**src/sv/cfws_pkg.sv**
```systemverilog
// ----------------------------------------------------------------------------
// cfws_pkg: shared types and constants for the circular fifo with search
// Coordinate and pair types, request and status codes, control state.
// ----------------------------------------------------------------------------
package cfws_pkg;

   // coordinate and capacity widths fixed by the item format
   localparam int COORD_BITS    = 8;
   localparam int CAP_W         = 9;
   localparam int CNT_W         = 9;
   localparam int DEPTH_DEFAULT = 256;

   localparam logic [CAP_W-1:0] CAP_RESET = 9'd256;

   typedef logic [COORD_BITS-1:0]   coord_type;
   typedef logic [2*COORD_BITS-1:0] pair_type;

   // request codes
   typedef enum logic [1:0] {
      REQ_PUSH   = 2'd0,
      REQ_POP    = 2'd1,
      REQ_SEARCH = 2'd2
   } req_code_type;

   // result status codes
   typedef enum logic [1:0] {
      STAT_OK    = 2'd0,
      STAT_FULL  = 2'd1,
      STAT_EMPTY = 2'd2
   } status_type;

   // control sequencer states
   typedef enum logic {
      S_IDLE = 1'b0,
      S_WALK = 1'b1
   } fsm_state_type;

   // slot write broadcast to the cell row
   typedef struct packed {
      logic     we;
      pair_type wdata;
   } slot_wr_type;

endpackage

```
**src/sv/cfws_cell.sv**
```systemverilog
// ----------------------------------------------------------------------------
// cfws_cell: one queue slot of the cell row
// Holds one pair, matches it against the search key when the slot lies on
// the occupied walk, and passes a hit bit and a read word to its neighbor.
// ----------------------------------------------------------------------------
module cfws_cell #(
   parameter int AW = 8,
   parameter int CW = 10
) (
   input  logic                  clock,
   input  logic [AW-1:0]         slot_idx,
   input  cfws_pkg::slot_wr_type wr,
   input  logic [AW-1:0]         wr_addr,
   input  cfws_pkg::pair_type    key,
   input  logic [CW-1:0]         a_lo,
   input  logic [CW-1:0]         a_hi,
   input  logic [CW-1:0]         b_hi,
   input  logic [AW-1:0]         rd_addr,
   input  logic                  hit_prev,
   input  cfws_pkg::pair_type    rd_prev,
   output logic                  hit_next,
   output cfws_pkg::pair_type    rd_next
);
   import cfws_pkg::*;

   pair_type      data_ff;
   logic          hit_ff;
   pair_type      rd_ff;
   logic [CW-1:0] idx_w;
   logic          on_walk;

   // slot lies in the wrapped range of occupied entries
   always_comb begin
      idx_w   = CW'(slot_idx);
      on_walk = ((idx_w >= a_lo) && (idx_w < a_hi)) || (idx_w < b_hi);
   end

   // slot storage
   always_ff @(posedge clock) begin
      if (wr.we && (wr_addr == slot_idx)) begin
         data_ff <= wr.wdata;
      end
   end

   // hit and read words move one cell per cycle
   always_ff @(posedge clock) begin
      hit_ff <= hit_prev | (on_walk & (data_ff == key));
      rd_ff  <= (rd_addr == slot_idx) ? data_ff : rd_prev;
   end

   assign hit_next = hit_ff;
   assign rd_next  = rd_ff;

endmodule

```
**config.mk**
```make
export PLATFORM = sky130hd
export DESIGN_NAME = cfws_cell
export DESIGN_NICKNAME = d
export VERILOG_FILES = /design/src/sv/cfws_pkg.sv /design/src/sv/cfws_cell.sv
export SDC_FILE = /design/constraint.sdc
export NUM_CORES = 1
export LEC_CHECK = 0
export BUFFER_PORTS_ARGS = -buffer_cell sky130_fd_sc_hd__buf_2
export CAP_MARGIN = 10
export CORE_MARGIN = 3
export CORE_UTILIZATION = 43
export DETAILED_ROUTE_END_ITERATION = 10
export GPL_TIMING_DRIVEN = 0
export HOLD_SLACK_MARGIN = 0.15
export PLACE_DENSITY = 0.8
export SLEW_MARGIN = 15
export SYNTH_ARGS = -nofsm -noshare
export SYNTH_HDL_FRONTEND = slang
export SYNTH_SLANG_ARGS = --single-unit
```
**constraint.sdc**
```tcl
create_clock -name clock -period 1.8 [get_ports clock]
set_clock_uncertainty 0.1 [all_clocks]
set_input_delay 0.18 -clock clock [delete_from_list [all_inputs] [get_ports clock]]
set_output_delay 0.18 -clock clock [all_outputs]
set_load 0.05 [all_outputs]
```
Yosys cells after proc, flatten, opt, wreduce, memory -nomap -nowiden:

Index checks and enable logic that the tools add are counted.

* muxes and demuxes: 1
* eq/ne operators: 3
* reduce and logical (&&, ||, !) cells: 3
* magnitude comparators: 3
* bitwise logic cells: 2

Operator list (count)
* 8-bit by 10-bit < comparator with 1-bit output: 2
* 16-bit == test: 1
* 8-bit == test: 2
* 16-bit two-way mux: 1
* 8-bit by 10-bit >= comparator with 1-bit output: 1
* 1-bit logical AND: 2
* 1-bit AND: 1
* 1-bit logical OR: 1
* 1-bit bitwise OR: 1

* register bits: 33
* output and inout port bits: 17
* input port bits: 105
* word-level logic and storage cells: 15

Longest topological paths before layout:

* depth in word-level cells: 5
* mapped depth: 7
* gate-level depth less buffers: 7

Least setup slack after synthesis:

OpenSTA, ideal clock, no wires.

* path type: in2reg
* start point: in slot_idx[7]
* end point: reg data_ff[0] (enable)
* library setup time: 0.374 ns
* arrival time: 1.061 ns
* stages on the path: 3
* required time: 1.326 ns
* buffers on the path: 0
* setup slack: 0.265 ns
* path through: xor2_1 nor4_1 and3_1

* longest elaborated chain between the ends: 2

RTL lines
* start: declaration: RTL line cfws_cell.sv:11 `input logic [AW-1:0] slot_idx,`
* 8-bit == test: RTL line cfws_cell.sv:40 `if (wr.we && (wr_addr == slot_idx)) begin`
* 1-bit logical AND: RTL line cfws_cell.sv:40
* end signal: assignment: RTL line cfws_cell.sv:41 `data_ff <= wr.wdata;`
* end: declaration: RTL line cfws_cell.sv:26 `pair_type data_ff;`

No other way between the ends.
A chain may end at the register's enable or synchronous reset.

Worst setup path after layout:

* start point: in slot_idx[7]
* end point: reg hit_ff (netlist: hit_next)

* longest elaborated chain between the ends: 5
* elaborated cells between the ends (all ways): 7
* those cells by class: order compare: 3; bitwise: 2; reduce/logical: 2

RTL lines
* 8-bit by 10-bit >= comparator with 1-bit output / 8-bit by 10-bit < comparator with 1-bit output (equally long branches): RTL line cfws_cell.sv:35 `on_walk = ((idx_w >= a_lo) && (idx_w < a_hi)) || (idx_w < b_hi);`
* 1-bit logical AND: RTL line cfws_cell.sv:35
* 1-bit logical OR (*): RTL line cfws_cell.sv:35
* 1-bit AND (*): RTL line cfws_cell.sv:47 `hit_ff <= hit_prev | (on_walk & (data_ff == key));`
* 1-bit bitwise OR (*): RTL line cfws_cell.sv:47
* end signal: assignment: RTL line cfws_cell.sv:47
* end: declaration: RTL line cfws_cell.sv:27 `logic hit_ff;`

Every way passes the cells marked *; elsewhere a longest branch is shown, timed or not.

==> impl_metrics.env <==
export IMPL_outcome="complete, no violations"
export IMPL_cp_required_ns=1.86
export IMPL_p_leak_nw=1.53
export IMPL_path_class="input pin to flip-flop"
export IMPL_period_share_pct=95.8
export IMPL_synth_compound_area_share_pct=6.98
export IMPL_rr_worst_depth=4
export IMPL_place_hpwl_um=4120
export IMPL_cts_max_level=2
export IMPL_slew_headroom_pct=73.0
export IMPL_tns_ns=0
export IMPL_cts_setup_buffers=0
export IMPL_overflow=0
export IMPL_synthToLayoutAreaGrowth_pct=55.9
export IMPL_cts_tree="yes"
export IMPL_viasPerCell=4.84
export IMPL_worstHoldPathType="input pin to flip-flop"
export IMPL_grt_pass1_vias=1951
export IMPL_fmaxAchievable_ghz=0.580
export IMPL_wl_per_cell_um=14.6
export IMPL_min_path_cells=4
export IMPL_synth_area_um2=1990
export IMPL_drt_first_pass_iters=5
export IMPL_dr_first_iter_drc_count=55
export IMPL_whs_endpoint="hit_next"
export IMPL_cts_buffer_depth=2
export IMPL_antenna_found_initial=0
export IMPL_numClockSinks=33
export IMPL_chipHeight_um=74.0
export IMPL_io_pins=122
export IMPL_placedCellCount=345
export IMPL_synthXorXnorAreaFrac_pct=14.1
export IMPL_numPortBuffers=121
export IMPL_r2r_start="data_ff[14]"
export IMPL_ys_ff_latch=33
export IMPL_syn_inst=172
export IMPL_rows=24
export IMPL_clock_latency_ns=0.28
export IMPL_worstMarginPinSlew_ns=0.401
export IMPL_timing_rr_end="hit_next"
export IMPL_ctsRootBufferMaster="clkbuf_8"
export IMPL_synthArstFlopShare_pct=0
export IMPL_cap_violations=0
export IMPL_grt_pass1_wl_um=8520
export IMPL_path_clk_slew_ns=0.06
export IMPL_synth_edf_count=16
export IMPL_yosys_area_share_simple_pct=7.36
export IMPL_synth_fa_ha_area_share_pct=13.8
export IMPL_fin_nets=462
export IMPL_wl_um=5650
export IMPL_ys_seq_area_share_pct=41.3
export IMPL_layout_commonest_cell="buf_2"
export IMPL_vias=1878
export IMPL_avgSynthCellArea_um2=11.6
export IMPL_synth_top_family_by_area="XOR/XNOR gates"
export IMPL_start_util_pct=45.1
export IMPL_drc=0
export IMPL_final_cells=388
export IMPL_rrSetupSlack_ns=0.25
export IMPL_layout_common_cells="121 x buf_2, 35 x dlygate4sd3_1, 24 x inv_1"
export IMPL_antenna_cells=0
export IMPL_drive_gt1_share_pct=43.8
export IMPL_die_area_um2=5480
export IMPL_grt_usage_pct=20.5
export IMPL_min_from="a_lo[8]"
export IMPL_synth_mux_area_share_pct=10.9
export IMPL_yosys_warnings=0
export IMPL_dpl_worst_slack_ns=-0.225
export IMPL_crit_fanout=5
export IMPL_place_congestion=0.772
export IMPL_netlist_cell_type_count=35
export IMPL_synth_nets=299
export IMPL_synth_main_ff_cell="dfxtp_1"
export IMPL_cts_made_buffers=5
export IMPL_drv_slew=0
export IMPL_cp_start_kind="input pin"
export IMPL_setup_viol=0
export IMPL_end_kind="flip-flop"
export IMPL_power_mw=1.86
export IMPL_rsz0062_at_grt="false"
export IMPL_hold_violations=0
export IMPL_cp_arrival_ns=1.78
export IMPL_ant_nets=0
export IMPL_core_area_um2=4410
export IMPL_final_util_pct=70.3
export IMPL_chipWidth_um=74.0
export IMPL_p_per_area_nw_per_um2=600
export IMPL_finalCriticalPeriod_ns=1.72
export IMPL_ir_drop_uv=338
export IMPL_grt_start_max_net_pins=17
export IMPL_timing_final_ws_setup_ns=0.0763
## registers in the layout, indices dropped and copies added (netlist names)
| register | flops |
|---|---|
| data_ff | 16 |
| hit_next | 1 |
| rd_next | 16 |
## what timing repair did
action	in CTS	in global routing
endpoints found under the hold margin	33	0
gates resized for setup	0	1
hold buffers	35	0
endpoints found under the setup margin	0	16
## where the power goes
group,total [mW],switching (mW),internal [mW],leakage [nW]
clock network,0.562,0.250,0.312,0.0455
logic,0.483,0.238,0.245,1.19
registers,0.815,0.00620,0.809,0.287
## through the flow
| stage | instance area [um2] | hold WS, ns |
|---|---|---|
| after floorplan | 1990 | 0.179 |
| after global placement | 2660 | 0.257 |
| after detailed placement | 2660 | 0.258 |
| after CTS | 3100 | 0.150 |
| after global routing | 3100 | 0.191 |
| final | 3100 | 0.166 |
## routing by layer
| metal | part of all wire [%] | GRT usage (%) | vias to the layer above | routed length, um |
|---|---|---|---|---|
| li1 | - | - | 933 | - |
| met3 | 7.5 | 3.78 | 6 | 421 |
| met4 | 1.0 | 5.84 | 0 | 59 |
| met1 | 40 | 22.3 | 845 | 2230 |
| met5 | 0 | 0 | - | 0 |
| met2 | 52 | 39.9 | 94 | 2930 |
## logic make-up after synthesis
logic type | after synthesis
AO/OA/AOI/OAI | 21
XOR/XNOR | 32
adder cells (fa/ha/maj) | 22
buffers and inverters | 25
flip-flops | 33
multiplexers | 16
AND/OR/NAND/NOR | 23
## synth_stat cells (all sizes together) (3+ instances only)
cell type,count,area (um2)
ha,22,275
xnor2,13,114
a21oi,4,20.0
o21ai,5,25.0
nor4,5,31.3
nor2,4,22.5
dfxtp,17,340
xor2,19,166
inv,24,90.1
mux2,16,218
nand4,5,37.5
edfxtp,16,480
a211oi,3,22.5
## how the worst max path moves through the flow
stage | start | endpoint | slack (ns) | depth (start not counted)
2_1_floorplan | slot_idx[7] | data_ff[0] | 0.27 | 3
3_3_place_gp | slot_idx[2] | data_ff[9] | -0.16 | 5
3_5_place_dp | slot_idx[2] | data_ff[8] | -0.23 | 5
4_1_cts | slot_idx[2] | data_ff[10] | 0.07 | 5
5_1_grt | slot_idx[7] | hit_next | 0.03 | 6
6_report | slot_idx[7] | hit_next | 0.08 | 6
## area by class of cell
class,count,area (um2)
fillers,307,1310
multi-input cells,114,1060
repair buffers,156,956
flip-flops and latches,33,821
clock buffers,8,90.1
inverters,24,90.1
well taps,52,65.1
plain buffers,1,20.0
## critical path, cell delays in order
cell and delay [ns]:
buf_2 0.16, ha_1 0.31, o21ai_0 0.08, a2111oi_0 0.37
dlygate4sd3_1 0.60, a31oi_1 0.08
Note: power is estimated with default switching activity, not from simulation.
